`src/design/assert_macros.svh`:
```
// Assertion macros shared by the RTL of the pointer selection block.
// No dependencies; simulation builds get the checks, synthesis gets empty bodies.
`ifndef ASSERT_MACROS_SVH
`define ASSERT_MACROS_SVH

`ifndef SYNTH

// check a condition at every clock edge outside reset
`define AST_ALWAYS(lbl, cond, msg) \
   lbl: assert property (@(posedge clock) disable iff (reset) (cond)) else $error(msg);

// check that an antecedent implies a consequent in the same cycle
`define AST_SAME(lbl, ante, cons, msg) \
   lbl: assert property (@(posedge clock) disable iff (reset) (ante) |-> (cons)) \
      else $error(msg);

// check that an antecedent implies a consequent in the following cycle
`define AST_NEXT(lbl, ante, cons, msg) \
   lbl: assert property (@(posedge clock) disable iff (reset) (ante) |=> (cons)) \
      else $error(msg);

`else

`define AST_ALWAYS(lbl, cond, msg)
`define AST_SAME(lbl, ante, cons, msg)
`define AST_NEXT(lbl, ante, cons, msg)

`endif

`endif

```
`src/design/prsel_pkg.sv`:
```
// Package for the pointer rectangle selection block: widths, codes, types.
// No dependencies.
`default_nettype none

package prsel_pkg;

   localparam int COORD_BITS = 12;
   localparam int THR_BITS   = 13;
   localparam int DIFF_W     = COORD_BITS + 1;
   localparam int CMP_W      = (DIFF_W > THR_BITS) ? DIFF_W : THR_BITS;

   localparam logic [THR_BITS-1:0] THR_RESET = THR_BITS'(3);

   localparam logic [1:0] MODE_PRESS   = 2'd0;
   localparam logic [1:0] MODE_MOVE    = 2'd1;
   localparam logic [1:0] MODE_RELEASE = 2'd2;
   localparam logic [1:0] MODE_UNDEF   = 2'd3;

   localparam logic [2:0] BTN_NONE   = 3'd0;
   localparam logic [2:0] BTN_LEFT   = 3'd1;
   localparam logic [2:0] BTN_RIGHT  = 3'd2;
   localparam logic [2:0] BTN_MIDDLE = 3'd3;
   localparam logic [2:0] BTN_OTHER  = 3'd4;

   localparam logic [1:0] FLOW_CLICK  = 2'd0;
   localparam logic [1:0] FLOW_SWEEP  = 2'd1;
   localparam logic [1:0] FLOW_MIDBTN = 2'd2;
   localparam logic [1:0] FLOW_MISC   = 2'd3;

   localparam logic KIND_UPDATE  = 1'b0;
   localparam logic KIND_RELEASE = 1'b1;

   typedef logic signed [COORD_BITS-1:0] coord_type;
   typedef logic [CMP_W-1:0] cmp_type;

   typedef struct packed {
      coord_type left;
      coord_type top;
      coord_type right;
      coord_type bottom;
   } rect_type;

   typedef struct packed {
      logic       result_kind;
      logic [1:0] flow;
      logic       has_preview;
      rect_type   preview;
      logic       committed;
      rect_type   commit;
   } rsp_item_type;

   // normalized rectangle spanned by two corner points
   function automatic rect_type make_rect(coord_type ax, coord_type ay,
                                          coord_type bx, coord_type by);
      rect_type r;
      r.left   = (ax < bx) ? ax : bx;
      r.top    = (ay < by) ? ay : by;
      r.right  = (ax > bx) ? ax : bx;
      r.bottom = (ay > by) ? ay : by;
      return r;
   endfunction

endpackage

`default_nettype wire

```
`src/design/prsel_if.sv`:
```
// Channel interfaces of the pointer selection block: event input, result output,
// threshold write. Depends on prsel_pkg.
`default_nettype none

interface prsel_req_if;
   logic                  valid;
   logic                  ready;
   logic [1:0]            mode;
   logic [2:0]            button;
   prsel_pkg::coord_type  cursor_x;
   prsel_pkg::coord_type  cursor_y;

   modport source (output valid, mode, button, cursor_x, cursor_y, input ready);
   modport sink   (input valid, mode, button, cursor_x, cursor_y, output ready);
endinterface

interface prsel_rsp_if;
   logic                  valid;
   logic                  ready;
   logic                  result_kind;
   logic [1:0]            flow;
   logic                  has_preview;
   prsel_pkg::coord_type  preview_left;
   prsel_pkg::coord_type  preview_top;
   prsel_pkg::coord_type  preview_right;
   prsel_pkg::coord_type  preview_bottom;
   logic                  committed;
   prsel_pkg::coord_type  commit_left;
   prsel_pkg::coord_type  commit_top;
   prsel_pkg::coord_type  commit_right;
   prsel_pkg::coord_type  commit_bottom;

   modport source (output valid, result_kind, flow, has_preview, preview_left, preview_top,
                   preview_right, preview_bottom, committed, commit_left, commit_top,
                   commit_right, commit_bottom, input ready);
   modport sink   (input valid, result_kind, flow, has_preview, preview_left, preview_top,
                   preview_right, preview_bottom, committed, commit_left, commit_top,
                   commit_right, commit_bottom, output ready);
endinterface

interface prsel_csr_if;
   logic                                valid;
   logic                                ready;
   logic [prsel_pkg::THR_BITS-1:0]      data;

   modport source (output valid, data, input ready);
   modport sink   (input valid, data, output ready);
endinterface

`default_nettype wire

```
`src/design/pointer_rectangle_selection_fsm.sv`:
```
// Pointer rectangle selection: turns press/move/release items into preview and
// committed rectangles. Depends on prsel_pkg, prsel_if and assert_macros.svh.
// An accepted item stays in the input register while the result register is full
// and not taken; then its result, if any, goes to the result register and rsp_ch.
// Throughput: one item per cycle while rsp_ch takes results; the input register
// and the result register each hold one item, and the state update is a single
// pass between them. Reset (synchronous, active high) clears all flags and the
// held button and anchor codes, empties both registers, and sets thr_ff to 3.
`default_nettype none
`include "assert_macros.svh"

module pointer_rectangle_selection_fsm (
   input  wire logic    clock,
   input  wire logic    reset,
   prsel_req_if.sink    req_ch,
   prsel_rsp_if.source  rsp_ch,
   prsel_csr_if.sink    csr_ch
);

   // ---------------------------------------------------------------------
   // Threshold register: writes are always taken.
   // ---------------------------------------------------------------------
   logic [prsel_pkg::THR_BITS-1:0] thr_ff;

   assign csr_ch.ready = 1'b1;

   always_ff @(posedge clock) begin
      if (reset) begin
         thr_ff <= prsel_pkg::THR_RESET;
      end else if (csr_ch.valid) begin
         thr_ff <= csr_ch.data;
      end
   end

   // ---------------------------------------------------------------------
   // Input register and flow control
   // ---------------------------------------------------------------------
   logic                 s1_valid_ff;
   logic [1:0]           s1_mode_ff;
   logic [2:0]           s1_btn_ff;
   prsel_pkg::coord_type s1_cx_ff;
   prsel_pkg::coord_type s1_cy_ff;

   logic                 rsp_valid_ff;
   logic                 rsp_valid_in;
   prsel_pkg::rsp_item_type rsp_item_ff;
   prsel_pkg::rsp_item_type rsp_item_in;

   logic out_free;
   logic s1_adv;
   logic req_fire;

   // the result register frees up when empty or when its item is taken now
   assign out_free     = !rsp_valid_ff || rsp_ch.ready;
   assign s1_adv       = s1_valid_ff && out_free;
   assign req_ch.ready = !s1_valid_ff || out_free;
   assign req_fire     = req_ch.valid && req_ch.ready;

   always_ff @(posedge clock) begin
      if (reset) begin
         s1_valid_ff <= 1'b0;
      end else if (req_ch.ready) begin
         s1_valid_ff <= req_ch.valid;
      end
   end

   always_ff @(posedge clock) begin
      if (req_fire) begin
         s1_mode_ff <= req_ch.mode;
         s1_btn_ff  <= req_ch.button;
         s1_cx_ff   <= req_ch.cursor_x;
         s1_cy_ff   <= req_ch.cursor_y;
      end
   end

   // ---------------------------------------------------------------------
   // Selection state
   // ---------------------------------------------------------------------
   logic                 pressed_ff,      pressed_in;
   logic                 drag_ff,         drag_in;
   logic [2:0]           held_ff,         held_in;
   prsel_pkg::coord_type press_x_ff,      press_x_in;
   prsel_pkg::coord_type press_y_ff,      press_y_in;
   logic                 anchor_vld_ff,   anchor_vld_in;
   logic [2:0]           anchor_btn_ff,   anchor_btn_in;
   prsel_pkg::coord_type anchor_x_ff,     anchor_x_in;
   prsel_pkg::coord_type anchor_y_ff,     anchor_y_in;
   logic                 prev_vld_ff,     prev_vld_in;
   prsel_pkg::rect_type  prev_rect_ff,    prev_rect_in;

   // Manhattan distance from the press point
   logic signed [prsel_pkg::DIFF_W-1:0] dx, dy;
   logic [prsel_pkg::DIFF_W-1:0]        adx, ady, man_dist;
   logic                                dist_hit;

   assign dx   = {s1_cx_ff[prsel_pkg::COORD_BITS-1], s1_cx_ff}
               - {press_x_ff[prsel_pkg::COORD_BITS-1], press_x_ff};
   assign dy   = {s1_cy_ff[prsel_pkg::COORD_BITS-1], s1_cy_ff}
               - {press_y_ff[prsel_pkg::COORD_BITS-1], press_y_ff};
   assign adx  = dx[prsel_pkg::DIFF_W-1] ? -dx : dx;
   assign ady  = dy[prsel_pkg::DIFF_W-1] ? -dy : dy;
   assign man_dist = adx + ady;
   assign dist_hit = prsel_pkg::cmp_type'(man_dist) >= prsel_pkg::cmp_type'(thr_ff);

   // rectangles the different paths may report
   prsel_pkg::rect_type hover_rect, drag_rect, point_rect, last_rect;
   prsel_pkg::coord_type org_x, org_y;
   logic                 drag_now;

   assign org_x      = anchor_vld_ff ? anchor_x_ff : press_x_ff;
   assign org_y      = anchor_vld_ff ? anchor_y_ff : press_y_ff;
   assign hover_rect = prsel_pkg::make_rect(anchor_x_ff, anchor_y_ff, s1_cx_ff, s1_cy_ff);
   assign drag_rect  = prsel_pkg::make_rect(org_x, org_y, s1_cx_ff, s1_cy_ff);
   assign point_rect = prsel_pkg::make_rect(s1_cx_ff, s1_cy_ff, s1_cx_ff, s1_cy_ff);
   // an invalid preview reads as the null rectangle
   assign last_rect  = prev_vld_ff ? prev_rect_ff : '0;
   assign drag_now   = drag_ff || dist_hit;

   // ---------------------------------------------------------------------
   // Next state and result for the item in the input register
   // ---------------------------------------------------------------------
   logic                emit;
   prsel_pkg::rsp_item_type res;

   always_comb begin
      pressed_in    = pressed_ff;
      drag_in       = drag_ff;
      held_in       = held_ff;
      press_x_in    = press_x_ff;
      press_y_in    = press_y_ff;
      anchor_vld_in = anchor_vld_ff;
      anchor_btn_in = anchor_btn_ff;
      anchor_x_in   = anchor_x_ff;
      anchor_y_in   = anchor_y_ff;
      prev_vld_in   = prev_vld_ff;
      prev_rect_in  = prev_rect_ff;
      emit          = 1'b0;
      res           = '0;
      res.result_kind = prsel_pkg::KIND_RELEASE;
      res.flow        = prsel_pkg::FLOW_MISC;

      unique case (s1_mode_ff)
         prsel_pkg::MODE_PRESS: begin
            pressed_in = 1'b1;
            drag_in    = 1'b0;
            press_x_in = s1_cx_ff;
            press_y_in = s1_cy_ff;
            held_in    = s1_btn_ff;
         end
         prsel_pkg::MODE_MOVE: begin
            res.result_kind = prsel_pkg::KIND_UPDATE;
            if (!pressed_ff) begin
               // hover preview from the anchor
               if (anchor_vld_ff) begin
                  prev_rect_in    = hover_rect;
                  prev_vld_in     = 1'b1;
                  emit            = 1'b1;
                  res.flow        = prsel_pkg::FLOW_CLICK;
                  res.has_preview = 1'b1;
                  res.preview     = hover_rect;
               end
            end else begin
               drag_in = drag_now;
               if (drag_now && held_ff == prsel_pkg::BTN_LEFT) begin
                  prev_rect_in    = drag_rect;
                  prev_vld_in     = 1'b1;
                  emit            = 1'b1;
                  res.flow        = prsel_pkg::FLOW_SWEEP;
                  res.has_preview = 1'b1;
                  res.preview     = drag_rect;
               end
            end
         end
         prsel_pkg::MODE_RELEASE: begin
            emit = 1'b1;
            priority if (s1_btn_ff == prsel_pkg::BTN_MIDDLE) begin
               pressed_in = 1'b0;
               res.flow   = prsel_pkg::FLOW_MIDBTN;
            end else if (!pressed_ff) begin
               // unmatched release: report only, state stays
               res.flow = prsel_pkg::FLOW_MISC;
            end else if (s1_btn_ff != held_ff) begin
               pressed_in = 1'b0;
               res.flow   = prsel_pkg::FLOW_MISC;
            end else if (drag_ff && held_ff == prsel_pkg::BTN_LEFT) begin
               // drag done: commit the last preview
               pressed_in      = 1'b0;
               res.flow        = prsel_pkg::FLOW_SWEEP;
               res.has_preview = prev_vld_ff;
               res.preview     = last_rect;
               res.committed   = 1'b1;
               res.commit      = last_rect;
               drag_in         = 1'b0;
               anchor_vld_in   = 1'b0;
               anchor_btn_in   = prsel_pkg::BTN_NONE;
               prev_vld_in     = 1'b0;
               held_in         = prsel_pkg::BTN_NONE;
            end else if (held_ff == prsel_pkg::BTN_LEFT ||
                         held_ff == prsel_pkg::BTN_RIGHT) begin
               pressed_in = 1'b0;
               drag_in    = 1'b0;
               held_in    = prsel_pkg::BTN_NONE;
               priority if (!anchor_vld_ff) begin
                  // first click: drop the anchor here
                  anchor_x_in     = s1_cx_ff;
                  anchor_y_in     = s1_cy_ff;
                  anchor_vld_in   = 1'b1;
                  anchor_btn_in   = held_ff;
                  prev_rect_in    = point_rect;
                  prev_vld_in     = 1'b1;
                  res.flow        = prsel_pkg::FLOW_CLICK;
                  res.has_preview = 1'b1;
                  res.preview     = point_rect;
               end else if (held_ff == anchor_btn_ff) begin
                  // second click: commit anchor to cursor
                  res.flow        = prsel_pkg::FLOW_CLICK;
                  res.has_preview = prev_vld_ff;
                  res.preview     = last_rect;
                  res.committed   = 1'b1;
                  res.commit      = hover_rect;
                  anchor_vld_in   = 1'b0;
                  anchor_btn_in   = prsel_pkg::BTN_NONE;
                  prev_vld_in     = 1'b0;
               end else begin
                  // other button: cancel the anchor
                  res.flow      = prsel_pkg::FLOW_MISC;
                  anchor_vld_in = 1'b0;
                  anchor_btn_in = prsel_pkg::BTN_NONE;
                  prev_vld_in   = 1'b0;
               end
            end else begin
               pressed_in = 1'b0;
               drag_in    = 1'b0;
               held_in    = prsel_pkg::BTN_NONE;
               res.flow   = prsel_pkg::FLOW_MISC;
            end
         end
         default: begin
            // undefined mode: ignore
         end
      endcase
   end

   always_ff @(posedge clock) begin
      if (reset) begin
         pressed_ff    <= 1'b0;
         drag_ff       <= 1'b0;
         held_ff       <= prsel_pkg::BTN_NONE;
         anchor_vld_ff <= 1'b0;
         anchor_btn_ff <= prsel_pkg::BTN_NONE;
         prev_vld_ff   <= 1'b0;
      end else if (s1_adv) begin
         pressed_ff    <= pressed_in;
         drag_ff       <= drag_in;
         held_ff       <= held_in;
         anchor_vld_ff <= anchor_vld_in;
         anchor_btn_ff <= anchor_btn_in;
         prev_vld_ff   <= prev_vld_in;
      end
   end

   // points and rectangle are only read while their flags are set
   always_ff @(posedge clock) begin
      if (s1_adv) begin
         press_x_ff   <= press_x_in;
         press_y_ff   <= press_y_in;
         anchor_x_ff  <= anchor_x_in;
         anchor_y_ff  <= anchor_y_in;
         prev_rect_ff <= prev_rect_in;
      end
   end

   // ---------------------------------------------------------------------
   // Result register
   // ---------------------------------------------------------------------
   always_comb begin
      rsp_item_in = res;
      // unused rectangles read as zero
      if (!res.has_preview) begin
         rsp_item_in.preview = '0;
      end
      if (!res.committed) begin
         rsp_item_in.commit = '0;
      end
      if (s1_adv) begin
         rsp_valid_in = emit;
      end else if (rsp_ch.ready) begin
         rsp_valid_in = 1'b0;
      end else begin
         rsp_valid_in = rsp_valid_ff;
      end
   end

   always_ff @(posedge clock) begin
      if (reset) begin
         rsp_valid_ff <= 1'b0;
      end else begin
         rsp_valid_ff <= rsp_valid_in;
      end
   end

   always_ff @(posedge clock) begin
      if (s1_adv && emit) begin
         rsp_item_ff <= rsp_item_in;
      end
   end

   assign rsp_ch.valid          = rsp_valid_ff;
   assign rsp_ch.result_kind    = rsp_item_ff.result_kind;
   assign rsp_ch.flow           = rsp_item_ff.flow;
   assign rsp_ch.has_preview    = rsp_item_ff.has_preview;
   assign rsp_ch.preview_left   = rsp_item_ff.preview.left;
   assign rsp_ch.preview_top    = rsp_item_ff.preview.top;
   assign rsp_ch.preview_right  = rsp_item_ff.preview.right;
   assign rsp_ch.preview_bottom = rsp_item_ff.preview.bottom;
   assign rsp_ch.committed      = rsp_item_ff.committed;
   assign rsp_ch.commit_left    = rsp_item_ff.commit.left;
   assign rsp_ch.commit_top     = rsp_item_ff.commit.top;
   assign rsp_ch.commit_right   = rsp_item_ff.commit.right;
   assign rsp_ch.commit_bottom  = rsp_item_ff.commit.bottom;

   // ---------------------------------------------------------------------
   // Assertions
   // ---------------------------------------------------------------------
   `AST_SAME(a_anchor_btn, anchor_vld_ff,
             anchor_btn_ff == prsel_pkg::BTN_LEFT || anchor_btn_ff == prsel_pkg::BTN_RIGHT,
             "anchor held by a button that cannot click")
   `AST_NEXT(a_press_sets, s1_adv && s1_mode_ff == prsel_pkg::MODE_PRESS,
             pressed_ff && !drag_ff, "press did not latch pressed state")
   `AST_SAME(a_move_no_commit,
             rsp_valid_ff && rsp_item_ff.result_kind == prsel_pkg::KIND_UPDATE,
             !rsp_item_ff.committed && rsp_item_ff.has_preview,
             "move result with commit or without preview")
   `AST_SAME(a_drag_commits,
             rsp_valid_ff && rsp_item_ff.result_kind == prsel_pkg::KIND_RELEASE
                && rsp_item_ff.flow == prsel_pkg::FLOW_SWEEP,
             rsp_item_ff.committed, "drag release without commit")

endmodule

`default_nettype wire
```
`src/flat_wrapper.sv`:
```
// flat-port wrapper written by rule: the top's interface ports become plain ports
module pointer_rectangle_selection_fsm_flat 
  (clock, reset, req_ch_valid, req_ch_mode, req_ch_button, req_ch_cursor_x, req_ch_cursor_y, req_ch_ready, rsp_ch_valid, rsp_ch_result_kind, rsp_ch_flow, rsp_ch_has_preview, rsp_ch_preview_left, rsp_ch_preview_top, rsp_ch_preview_right, rsp_ch_preview_bottom, rsp_ch_committed, rsp_ch_commit_left, rsp_ch_commit_top, rsp_ch_commit_right, rsp_ch_commit_bottom, rsp_ch_ready, csr_ch_valid, csr_ch_data, csr_ch_ready);
  prsel_req_if req_ch_i ();
  prsel_rsp_if rsp_ch_i ();
  prsel_csr_if csr_ch_i ();
  input  wire logic clock;
  input  wire logic reset;
  input wire logic [$bits(req_ch_i.valid)-1:0] req_ch_valid;
  input wire logic [$bits(req_ch_i.mode)-1:0] req_ch_mode;
  input wire logic [$bits(req_ch_i.button)-1:0] req_ch_button;
  input wire logic [$bits(req_ch_i.cursor_x)-1:0] req_ch_cursor_x;
  input wire logic [$bits(req_ch_i.cursor_y)-1:0] req_ch_cursor_y;
  output wire logic [$bits(req_ch_i.ready)-1:0] req_ch_ready;
  output wire logic [$bits(rsp_ch_i.valid)-1:0] rsp_ch_valid;
  output wire logic [$bits(rsp_ch_i.result_kind)-1:0] rsp_ch_result_kind;
  output wire logic [$bits(rsp_ch_i.flow)-1:0] rsp_ch_flow;
  output wire logic [$bits(rsp_ch_i.has_preview)-1:0] rsp_ch_has_preview;
  output wire logic [$bits(rsp_ch_i.preview_left)-1:0] rsp_ch_preview_left;
  output wire logic [$bits(rsp_ch_i.preview_top)-1:0] rsp_ch_preview_top;
  output wire logic [$bits(rsp_ch_i.preview_right)-1:0] rsp_ch_preview_right;
  output wire logic [$bits(rsp_ch_i.preview_bottom)-1:0] rsp_ch_preview_bottom;
  output wire logic [$bits(rsp_ch_i.committed)-1:0] rsp_ch_committed;
  output wire logic [$bits(rsp_ch_i.commit_left)-1:0] rsp_ch_commit_left;
  output wire logic [$bits(rsp_ch_i.commit_top)-1:0] rsp_ch_commit_top;
  output wire logic [$bits(rsp_ch_i.commit_right)-1:0] rsp_ch_commit_right;
  output wire logic [$bits(rsp_ch_i.commit_bottom)-1:0] rsp_ch_commit_bottom;
  input wire logic [$bits(rsp_ch_i.ready)-1:0] rsp_ch_ready;
  input wire logic [$bits(csr_ch_i.valid)-1:0] csr_ch_valid;
  input wire logic [$bits(csr_ch_i.data)-1:0] csr_ch_data;
  output wire logic [$bits(csr_ch_i.ready)-1:0] csr_ch_ready;
  assign req_ch_i.valid = req_ch_valid;
  assign req_ch_i.mode = req_ch_mode;
  assign req_ch_i.button = req_ch_button;
  assign req_ch_i.cursor_x = req_ch_cursor_x;
  assign req_ch_i.cursor_y = req_ch_cursor_y;
  assign req_ch_ready = req_ch_i.ready;
  assign rsp_ch_valid = rsp_ch_i.valid;
  assign rsp_ch_result_kind = rsp_ch_i.result_kind;
  assign rsp_ch_flow = rsp_ch_i.flow;
  assign rsp_ch_has_preview = rsp_ch_i.has_preview;
  assign rsp_ch_preview_left = rsp_ch_i.preview_left;
  assign rsp_ch_preview_top = rsp_ch_i.preview_top;
  assign rsp_ch_preview_right = rsp_ch_i.preview_right;
  assign rsp_ch_preview_bottom = rsp_ch_i.preview_bottom;
  assign rsp_ch_committed = rsp_ch_i.committed;
  assign rsp_ch_commit_left = rsp_ch_i.commit_left;
  assign rsp_ch_commit_top = rsp_ch_i.commit_top;
  assign rsp_ch_commit_right = rsp_ch_i.commit_right;
  assign rsp_ch_commit_bottom = rsp_ch_i.commit_bottom;
  assign rsp_ch_i.ready = rsp_ch_ready;
  assign csr_ch_i.valid = csr_ch_valid;
  assign csr_ch_i.data = csr_ch_data;
  assign csr_ch_ready = csr_ch_i.ready;
  pointer_rectangle_selection_fsm u_core (.clock(clock), .reset(reset), .req_ch(req_ch_i), .rsp_ch(rsp_ch_i), .csr_ch(csr_ch_i));
endmodule
```
`config.mk`:
```
export PLATFORM = sky130hd
export DESIGN_NAME = pointer_rectangle_selection_fsm_flat
export DESIGN_NICKNAME = d
export VERILOG_FILES = /design/src/design/prsel_pkg.sv /design/src/design/prsel_if.sv /design/src/design/pointer_rectangle_selection_fsm.sv /design/src/flat_wrapper.sv
export VERILOG_INCLUDE_DIRS = /design/src /design/src/design
export SDC_FILE = /design/constraint.sdc
export NUM_CORES = 1
export LEC_CHECK = 0
export BUFFER_PORTS_ARGS = -buffer_cell sky130_fd_sc_hd__buf_4
export CAP_MARGIN = 20
export CORE_ASPECT_RATIO = 1.75
export CORE_MARGIN = 2
export CORE_UTILIZATION = 45
export DETAILED_ROUTE_END_ITERATION = 8
export HOLD_SLACK_MARGIN = 0.15
export PLACE_DENSITY = 0.66
export SLEW_MARGIN = 15
export SYNTH_ARGS = -nofsm -noshare
export SYNTH_HDL_FRONTEND = slang
export SYNTH_SLANG_ARGS = --single-unit
```
`constraint.sdc`:
```
create_clock -name clock -period 15.9 [get_ports clock]
set_input_delay 0.795 -clock clock [delete_from_list [all_inputs] [get_ports clock]]
set_output_delay 0.795 -clock clock [all_outputs]
set_load 0.02 [all_outputs]
```
Word level (Yosys, flattened, before mapping)
Cells that the tools add are included.

word-level totals
  flip-flop bits (word level) = 251
  latch bits = 0
  RAM bits = 0
  memory bits (read-only) = 0
  input bits = 47
  logic and storage cells = 172
  memories = 0

operators by class
  add/sub/neg operators = 5
  $mul = 0
  div/mod/pow operators = 0
  magnitude comparators = 9
  equality and inequality tests = 17
  shifts and indexed selects = 0
  muxes and demuxes = 75
  bitwise logic cells = 7
  reduce and logical (&&, ||, !) cells = 26

operator list
  cell                  count
  $mux W98              9
  $mux W48              10
  $mux W51              4
  $mux W12              10
  $pmux W51 S2          1
  $mux W100             1
  $mux W49              2
  $pmux W48 S2          1
  $gt A12 B12 Y1        4
  $lt A12 B12 Y1        4
  $mux W13              2
  $neg A13 Y13          2
  $sub A12 B12 Y13      2
  $mux W1               19
  $mux W3               6
  $reduce_and A8 Y1     2
  $add A13 B13 Y13      1
  $ge A13 B13 Y1        1
  $reduce_and A6 Y1     2
  $mux W2               5
  $reduce_and A10 Y1    1
  $ne A2 B2 Y1 const B  4
  $reduce_bool A2 Y1    4
  $not A1 Y1            7
  other kinds (20)      35

Logic depth before layout (Yosys ltp)
Gate-level depths: netlist of run 1.

  depth after elaboration = 16
  depth in mapped cells = 32
  mapped depth without buffers = 28

Worst setup path before layout of run 1
Ideal clock, no wire load.

  path kind = register to register
  from = register u_core.s1_cx_ff[0]
  to = register u_core.rsp_item_ff (netlist bit u_core.rsp_ch.commit_bottom[0]), enable pin
  library setup time = 594 ps
  arrival time = 10495 ps
  data required time = 15306 ps
  slack = 4810 ps
  cell stages (with the launch flop) = 27
  path buffers = 2
  cells stage by stage = edfxtp_1 clkbuf_1 inv_1 ha_1 fa_1 nand2b_1 a21oi_1 o2111ai_1 a21oi_1 a2bb2oi_1 clkbuf_1 nor2_1 xnor2_1 ha_1 nor2b_1 o21ai_0 nand2b_1 and2_1 o41ai_1 o21ai_0 o41a_1 xnor3_1 ha_1 o311a_1 and2_1 o21ai_0 a21oi_1

on the way
  cells in the longest elaborated chain, start to end = 11

ends and longest elaborated chain
  element                  line                                    RTL
  from (decl)              pointer_rectangle_selection_fsm.sv:41   prsel_pkg::coord_type s1_cx_ff;
  from (signal assigned)   pointer_rectangle_selection_fsm.sv:71   s1_cx_ff <= req_ch.cursor_x;
  $sub A12 B12 Y13 (*)     pointer_rectangle_selection_fsm.sv:97   - {press_x_ff[prsel_pkg::COORD_BITS-1], press_x_ff};
  $neg A13 Y13             pointer_rectangle_selection_fsm.sv:100  assign adx = dx[prsel_pkg::DIFF_W-1] ? -dx : dx;
  $mux W13 (*)             pointer_rectangle_selection_fsm.sv:100
  $add A13 B13 Y13 (*)     pointer_rectangle_selection_fsm.sv:102  assign man_dist = adx + ady;
  $ge A13 B13 Y1 (*)       pointer_rectangle_selection_fsm.sv:103  assign dist_hit = prsel_pkg::cmp_type'(man_dist) >= prsel_pkg::cmp_type'(thr_ff);
  $logic_or A1 B1 Y1 (*)   pointer_rectangle_selection_fsm.sv:117  assign drag_now = drag_ff || dist_hit;
  $logic_and A1 B1 Y1 (*)  pointer_rectangle_selection_fsm.sv:164  if (drag_now && held_ff == prsel_pkg::BTN_LEFT) begin
  $mux W1 (*)              pointer_rectangle_selection_fsm.sv:164
  $mux W1 (*)              pointer_rectangle_selection_fsm.sv:152  if (!pressed_ff) begin
  $pmux W1 S2 (*)          pointer_rectangle_selection_fsm.sv:142  unique case (s1_mode_ff)
  $logic_and A1 B1 Y1 (*)  pointer_rectangle_selection_fsm.sv:303  if (s1_adv && emit) begin
  to (signal assigned)     pointer_rectangle_selection_fsm.sv:304  rsp_item_ff <= rsp_item_in;
  to (decl)                pointer_rectangle_selection_fsm.sv:46   prsel_pkg::rsp_item_type rsp_item_ff;

Every way passes the cells marked *; elsewhere a longest branch is shown, timed or not.
A chain may end at the register's enable or synchronous reset.

Worst setup path in the final report of run 1
  from = register u_core.s1_cx_ff[0]
  to = register u_core.rsp_item_ff (netlist bit u_core.rsp_ch.commit_bottom[9]), enable pin

Same word-level chain as after synthesis.

==> metrics.cfg, run 1 <==
[critical_path]
path_max_fanout=77
crit_type=reg2reg
cp.arrival_ns=8.87
critPathCaptureType=flip-flop
cp-start-kind=flip-flop
required_ns=16.08

[synthesis]
yosysTopAreaCell=edfxtp_1
ys_types=76
synthTopCellsByArea=edfxtp_1, ha_1, mux2i_1
synth_edf_count=226
async_flop_share_pct=0
yosysMostFrequentCell=edfxtp_1
synth_commonest_cells=edfxtp_1, nor2_1, a21oi_1
ys_warn_count=0
synth-main-ff-cell=edfxtp_1
synth_seq_cells=251
netlist_area_mm2=0.01655
yosys.area.top_type_share_pct=41.00
avgSynthCellArea_um2=9.811
synth_fp_nets=1840
syn_inst=1687
ys_seq_area_share_pct=44.03

[detailed_routing]
dr.pass1.iters=7
drt_iter0_drc=1444
ant_nets=0
drt-vias-per-instance=6.327
vias=14230
wire_per_inst_um=22.48
drc_errors=0
wirelength_um=50560

[pwr]
p_sw_share_pct=28.73
p_per_area_mw_per_mm2=94.42
p_int_mw=1.272
p_leak_nw=7.436
p_sw_uw=512.7
irDropWorstVdd_uv=109.0
total_power_mw=1.785
power_frac_clock_pct=36.6
p_comb_share_pct=21.3
pwr-share-seq_pct=42.1

[placement]
gp_congestion=0.9342
hpwl_um=35440
dp_slack_ns=7.250
dp_cells=2202
port_buffers=149
placed_area_mm2=0.01800

[sta]
slew-limit-headroom_pct=17.83
drv_slew=0
layout_min_cycle_time_ns=8.690
worst_pin_slew_ns=1.228
hold_viol=0
finalSetupViolations=0
skew_ns=0.01869
rsz0062_at_grt=no
fin_crit_sh_pct=54.65
fin_ws_ns=7.210
holdWs_ns=0.4065
final.setup.tns_ns=0
max_freq_mhz=115.1

[cts]
post-cts-setup-buffers=0
path_clk_slew_ns=0.06
clock_latency_ns=0.57
clockBufferDepth=3
numCtsBuffers=26
cts_hold_buf=0
cts_root_buf=clkbuf_16
clock-sinks=251
cts_max_level=1
post_cts_resized=0
cts_tree=built

[floorplanning]
start_util_pct=45.30
core_area_mm2=0.03654
die_x_um=149.0
rows=93
die-area_mm2=0.03839
die_h_um=257.7
num_io_pins=151

[layout]
finish.utilization_pct=51.74
drive_gt1_share_pct=14.83
syn_to_final_growth_pct=14.21
antennaDiodeCount=0
nNetsFinal=1909
fin_area_mm2=0.01890
instances_no_fill=2249

[grt]
overflow=0
grt.met3_usage_pct=3.622
busiest_layer=met2
antenna_found_initial=0
gr-usage-met2_pct=44.62
grt_pass1_wl_um=78110
grt_max_degree=78
use_met1_pct=32.53
track_usage_pct=25.87
grt_pass1_vias=13925

[min_path]
worstHoldPathType=in2reg

[outcome]
status=finished, final reports clean

[flow_run]
drv_cap=0

final timing paths:
| path | slack, ns | endpoint | startpoint | depth (start not counted) |
|---|---|---|---|---|
| worst min-delay path | 0.41 | u_core.s1_cx_ff[8] | req_ch_cursor_x[8] | 1 |
| worst max-delay path | 7.21 | u_core.rsp_ch.commit_bottom[9] | u_core.s1_cx_ff[0] | 25 |
| worst max register to register | 7.21 | u_core.rsp_ch.commit_bottom[9] | u_core.s1_cx_ff[0] | 25 |
| worst min register to register | 0.49 | u_core.anchor_btn_ff[0] | u_core.anchor_btn_ff[0] | 2 |
cell type report:
cell class	count	area, um2
clock buffer	28	679.4
tap	475	594.3
clock inverter	18	216.5
multi-input combinational	1196	8398
sequential	251	7288
inverter	102	382.9
timing repair buffer	179	1344
fill	3299	17630
cell families (layout without fill, tap and decap cells):
logic type,Yosys count,after routing,synth area share [%]
xor gates and xnor gates,55,55,2.994
and+or+nand+nor,426,426,12.36
DFF,251,251,44.03
other,1,1,0.02266
AOI/OAI and AO/OA,521,521,21.43
adders and majority gates,106,106,8.149
buffers and inverters,240,327,5.640
muxes,87,87,5.375
power by group through the flow:
stage / clock, mW / sequential, mW / combinational, mW
floorplan: 0 / 0.754 / 0.290
global placement: 0 / 0.764 / 0.369
detailed placement: 0 / 0.765 / 0.375
CTS: 0.662 / 0.750 / 0.377
global route: 0.686 / 0.753 / 0.424
finish: 0.653 / 0.751 / 0.381
routing by layer:
layer,up-vias,part of all wire (%),routed length [um]
li1,6478,-,-
met1,6807,38,19240
met2,802,50,25030
met3,143,8.6,4357
met4,0,3.8,1926
met5,-,0,0
state kept, by name, indices dropped and copies added, names as in the netlist, 2 cells and up:
register                      count
u_core.anchor_btn_ff              3
u_core.anchor_x_ff               12
u_core.anchor_y_ff               12
u_core.held_ff                    3
u_core.press_x_ff                12
u_core.press_y_ff                12
u_core.prev_rect_ff              48
u_core.rsp_ch.commit_bottom      12
u_core.rsp_ch.commit_left        12
u_core.rsp_ch.commit_right       12
u_core.rsp_ch.commit_top         12
u_core.rsp_ch.flow                2
u_core.rsp_ch.preview_bottom     12
u_core.rsp_ch.preview_left       12
u_core.rsp_ch.preview_right      12
u_core.rsp_ch.preview_top        12
u_core.s1_btn_ff                  3
u_core.s1_cx_ff                  12
u_core.s1_cy_ff                  12
u_core.s1_mode_ff                 2
u_core.thr_ff                    13
cell usage in the layout (no fill, tap or decap), drive strengths merged, types with 27 or more instances in the layout:
cell,n
a21oi,120
nand3,39
ha,103
buf,179
nand2,81
a211o,27
edfxtp,226
mux2i,72
xnor2,28
o221ai,36
o21a,36
clkbuf,28
nor3,44
nor2,144
a22oi,29
o21ai,81
inv,102
o22ai,39
a211oi,37
worst max-delay path: stages (launching register included):
cell       delay (ns)
edfxtp_1         0.61
inv_1            0.16
ha_1             0.26
fa_1             0.44
nand2b_1         0.19
a21oi_1          0.30
o2111ai_1        0.22
a21oi_1          0.24
a2bb2oi_1        0.75
nor2_1           0.11
xnor2_1          0.16
ha_1             0.34
nor2b_1          0.14
o21ai_0          0.14
nand2b_1         0.10
and2_1           0.18
o41ai_1          0.39
o21ai_0          0.21
o41a_1           0.34
xnor3_1          0.36
ha_1             0.30
o311a_1          0.22
and2_1           0.20
o21ai_0          0.19
a21oi_4          0.82
buf_4            0.83
Note: power is estimated with default switching activity, not from simulation.
==> inputs of run 2 (changes only) <==
Settings changed: ABC_AREA set to 1, PLACE_DENSITY 0.66 to 0.68.
Clock period 15.9 ns to 7.31 ns, I/O delays scaled along.
==> run 2 against run 1 <==
Synthesized area is 9.0% higher. Utilization rose by 0.29 points. Sequential share of layout area down 3.4 points. Flip-flop and latch count stayed put. Clock-buffer cell count down 3.
==> metrics.cfg, run 2 <==
[cts]
numCtsBuffers=25  ; was 26
cts_tree=built  ; unchanged
clockBufferDepth=3  ; unchanged
cts_max_level=1  ; unchanged
path_clk_slew_ns=0.07  ; was 0.06 ns
post-cts-setup-buffers=0  ; unchanged
cts_hold_buf=46  ; was 0
cts_root_buf=clkbuf_16  ; unchanged
clock-sinks=251  ; unchanged
clock_latency_ns=0.56  ; was 0.57 ns
post_cts_resized=0  ; unchanged

[layout]
final_common_cell=nand2_1  ; was edfxtp_1
reg_top3=u_core.prev_rect_ff: 48 flops, u_core.thr_ff: 13 flops  ; unchanged
fill_cells=3779  ; was 3299
final_cell_mix=nand2_1, inv_1, edfxtp_1  ; was edfxtp_1, buf_4, nor2_1
syn_to_final_growth_pct=14.77  ; was 14.21%
antennaDiodeCount=0  ; unchanged
max_flop_register=u_core.prev_rect_ff  ; unchanged
drive_gt1_share_pct=11.86  ; was 14.83%
nNetsFinal=2690  ; was 1909
multi_input_area_mm2=0.009166  ; was 0.008398 mm2
seqCellArea_mm2=0.007288  ; unchanged
finish.utilization_pct=52.02  ; was 51.74%
largest_reg_flops=48  ; unchanged

[critical_path]
path_max_fanout=32  ; was 77
slowest_stage=edfxtp_1  ; was buf_4
cp-start-kind=flip-flop  ; unchanged
path_buf_inv=6  ; was 2
rr_endpoint=u_core.rsp_ch.commit_bottom[9]  ; unchanged
cp.arrival_ns=6.89  ; was 8.87 ns
critPathCaptureType=flip-flop  ; unchanged
crit_type=reg2reg  ; unchanged
rr_worst_depth=35  ; was 25
rrSetupSlack_ns=0.65  ; was 7.21 ns
reg2reg_from=u_core.s1_cy_ff[0]  ; was u_core.s1_cx_ff[0]
required_ns=7.54  ; was 16.08 ns
crit_family=simple AND/OR/NAND/NOR gates  ; was compound AO/OA/AOI/OAI gates
crit_top_cell=nand2_1
crit_start=u_core.s1_cy_ff[0]  ; was u_core.s1_cx_ff[0]
slowest_delay_ns=0.52  ; was 0.83 ns

[sta]
drv_slew=0  ; unchanged
rsz0062_at_grt=no  ; unchanged
fin_crit_sh_pct=91.14  ; was 54.65%
finalSetupViolations=0  ; unchanged
skew_ns=0.02641  ; was 0.01869 ns
hold_viol=0  ; unchanged
layout_min_cycle_time_ns=6.663  ; was 8.690 ns
max_freq_mhz=150.1  ; was 115.1 MHz
worst_pin_slew_ns=1.152  ; was 1.228 ns
final.setup.tns_ns=0  ; unchanged
slew-limit-headroom_pct=22.90  ; was 17.83%

[detailed_routing]
wirelength_um=59160  ; was 50560 um
drt_iter0_drc=1542  ; was 1444
wire_per_inst_um=19.40  ; was 22.48 um
drc_errors=0  ; unchanged
dr.pass1.iters=5  ; was 7
vias=17406  ; was 14230
drt-vias-per-instance=5.707  ; was 6.327
ant_nets=0  ; unchanged

[min_path]
min_path_cells=4  ; was 1
whs_endpoint=u_core.s1_valid_ff  ; was u_core.s1_cx_ff[8]
min-delay-start=rsp_ch_ready  ; was req_ch_cursor_x[8]
worstHoldPathType=in2reg  ; unchanged

[floorplanning]
start_util_pct=45.33  ; was 45.30%
die_x_um=155.4  ; was 149.0 um
die_h_um=268.9  ; was 257.7 um
core_area_mm2=0.03981  ; was 0.03654 mm2
rows=97  ; was 93
die-area_mm2=0.04178  ; was 0.03839 mm2
num_io_pins=151  ; unchanged

[synthesis]
synth_commonest_cells=nand2_1, inv_1, edfxtp_1  ; was edfxtp_1, nor2_1, a21oi_1
yosys.area.top_type_share_pct=37.61  ; was 41.00%
synth_edf_count=226  ; unchanged
yosysTopAreaCell=edfxtp_1  ; unchanged
syn_inst=2402  ; was 1687
synth_seq_cells=251  ; unchanged
avgSynthCellArea_um2=7.512  ; was 9.811 um2
synthTopCellsByArea=edfxtp_1, nand2_1, ha_1  ; was edfxtp_1, ha_1, mux2i_1
synth_fp_nets=2555  ; was 1840
netlist_area_mm2=0.01804  ; was 0.01655 mm2
ys_warn_count=0  ; unchanged
ys_seq_area_share_pct=40.38  ; was 44.03%
ys_types=48  ; was 76
synth-main-ff-cell=edfxtp_1  ; unchanged
yosysMostFrequentCell=nand2_1  ; was edfxtp_1
async_flop_share_pct=0  ; unchanged

[outcome]
status=finished, final reports clean  ; unchanged

[placement]
port_buffers=149  ; unchanged
hpwl_um=41640  ; was 35440 um
gp_congestion=0.9608  ; was 0.9342

[grt]
overflow=0  ; unchanged
grt_pass1_vias=16854  ; was 13925
antenna_found_initial=0  ; unchanged
track_usage_pct=27.79  ; was 25.87%
grt_pass1_wl_um=91100  ; was 78110 um
grt_max_degree=68  ; was 78

[flow_run]
drv_cap=0  ; unchanged

[pwr]
p_per_area_mw_per_mm2=192.4  ; was 94.42 mW/mm2
p_leak_nw=9.242  ; was 7.436 nW
irDropWorstVdd_uv=235.7  ; was 109.0 uV

-- run 2: cell types whose count changed in the layout (fill, tap and decap cells not counted), sizes merged, moves of 55 or more --
cell   delta
o21ai    +95
mux2i    -72
nand2   +733
nand3   +128
inv     +182
a21oi    +55
-- run 2: layout make-up --
class,instances,share of cell area [%]
Tap cell,495,2.991
Multi-Input combinational cell,1763,44.26
Inverter,281,5.105
Sequential cell,251,35.19
Clock inverter,20,1.021
Clock buffer,25,3.021
Timing Repair Buffer,215,8.410
-- run 2: worst max-delay path by stage --
stage / end / slack, ns / cells after the start
after global routing: u_core.rsp_ch.commit_bottom[9] / 0.13 / 35
after CTS: u_core.rsp_ch.committed / 0.70 / 35
final: u_core.rsp_ch.commit_bottom[9] / 0.65 / 35
after floorplan: u_core.prev_rect_ff[0] / 0.1 / 32
after detailed placement: u_core.rsp_ch.preview_bottom[8] / 0.74 / 35
after global placement: u_core.rsp_ch.preview_bottom[6] / 0.91 / 35
-- run 2: worst register-to-register path, delay by kind of cell, from the launching register on --
| family | cells | cell delay (ns) |
|---|---|---|
| buffers and inverters | 6 | 1.19 |
| adder cells (fa/ha/maj) | 4 | 1.31 |
| XOR/XNOR | 2 | 0.32 |
| flip-flops | 1 | 0.52 |
| AND/OR/NAND/NOR | 18 | 2.03 |
| AO/OA/AOI/OAI | 5 | 0.95 |
-- run 2: kinds of logic after synthesis --
| kind of cell | count (synthesis) | share of synthesized area (%) |
|---|---|---|
| simple gates | 1178 | 27.24 |
| compound gates | 441 | 14.15 |
| buf+inv | 388 | 8.938 |
| flops | 251 | 40.38 |
| fa+ha+maj | 106 | 7.475 |
| xor+xnor | 37 | 1.796 |
| other cells | 1 | 0.02078 |
-- run 2: report_power, final --
part	internal, mW	switching, mW	total (mW)
clock network	0.744	0.619	1.36
logic	0.349	0.645	0.994
registers	1.60	0.0309	1.63
total	2.69	1.29	3.98
-- run 2: through the flow --
stage / std cells / hold WS (ns) / instance area (um2) / power (mW) / setup WS, ns
2_1_floorplan: 2402 / 0.4322 / 18040 / 2.349 / 0.09603
3_3_place_gp: 2959 / 0.4480 / 19410 / 2.606 / 0.9113
3_5_place_dp: 2959 / 0.4450 / 19410 / 2.616 / 0.7425
4_1_cts: 3050 / 0.1788 / 20710 / 3.990 / 0.6979
5_1_grt: 3050 / 0.2300 / 20710 / 4.172 / 0.1256
6_report: 3050 / 0.2127 / 20710 / 3.984 / 0.6473
-- run 2: per-layer routing --
| metal | global-route usage [%] | vias to the layer above | part of all wire (%) |
|---|---|---|---|
| li1 | - | 8265 | - |
| met1 | 33.23 | 8055 | 38 |
| met2 | 49.58 | 899 | 49 |
| met3 | 2.957 | 187 | 7.4 |
| met4 | 13.54 | 0 | 5.2 |
| met5 | 0 | - | 0 |
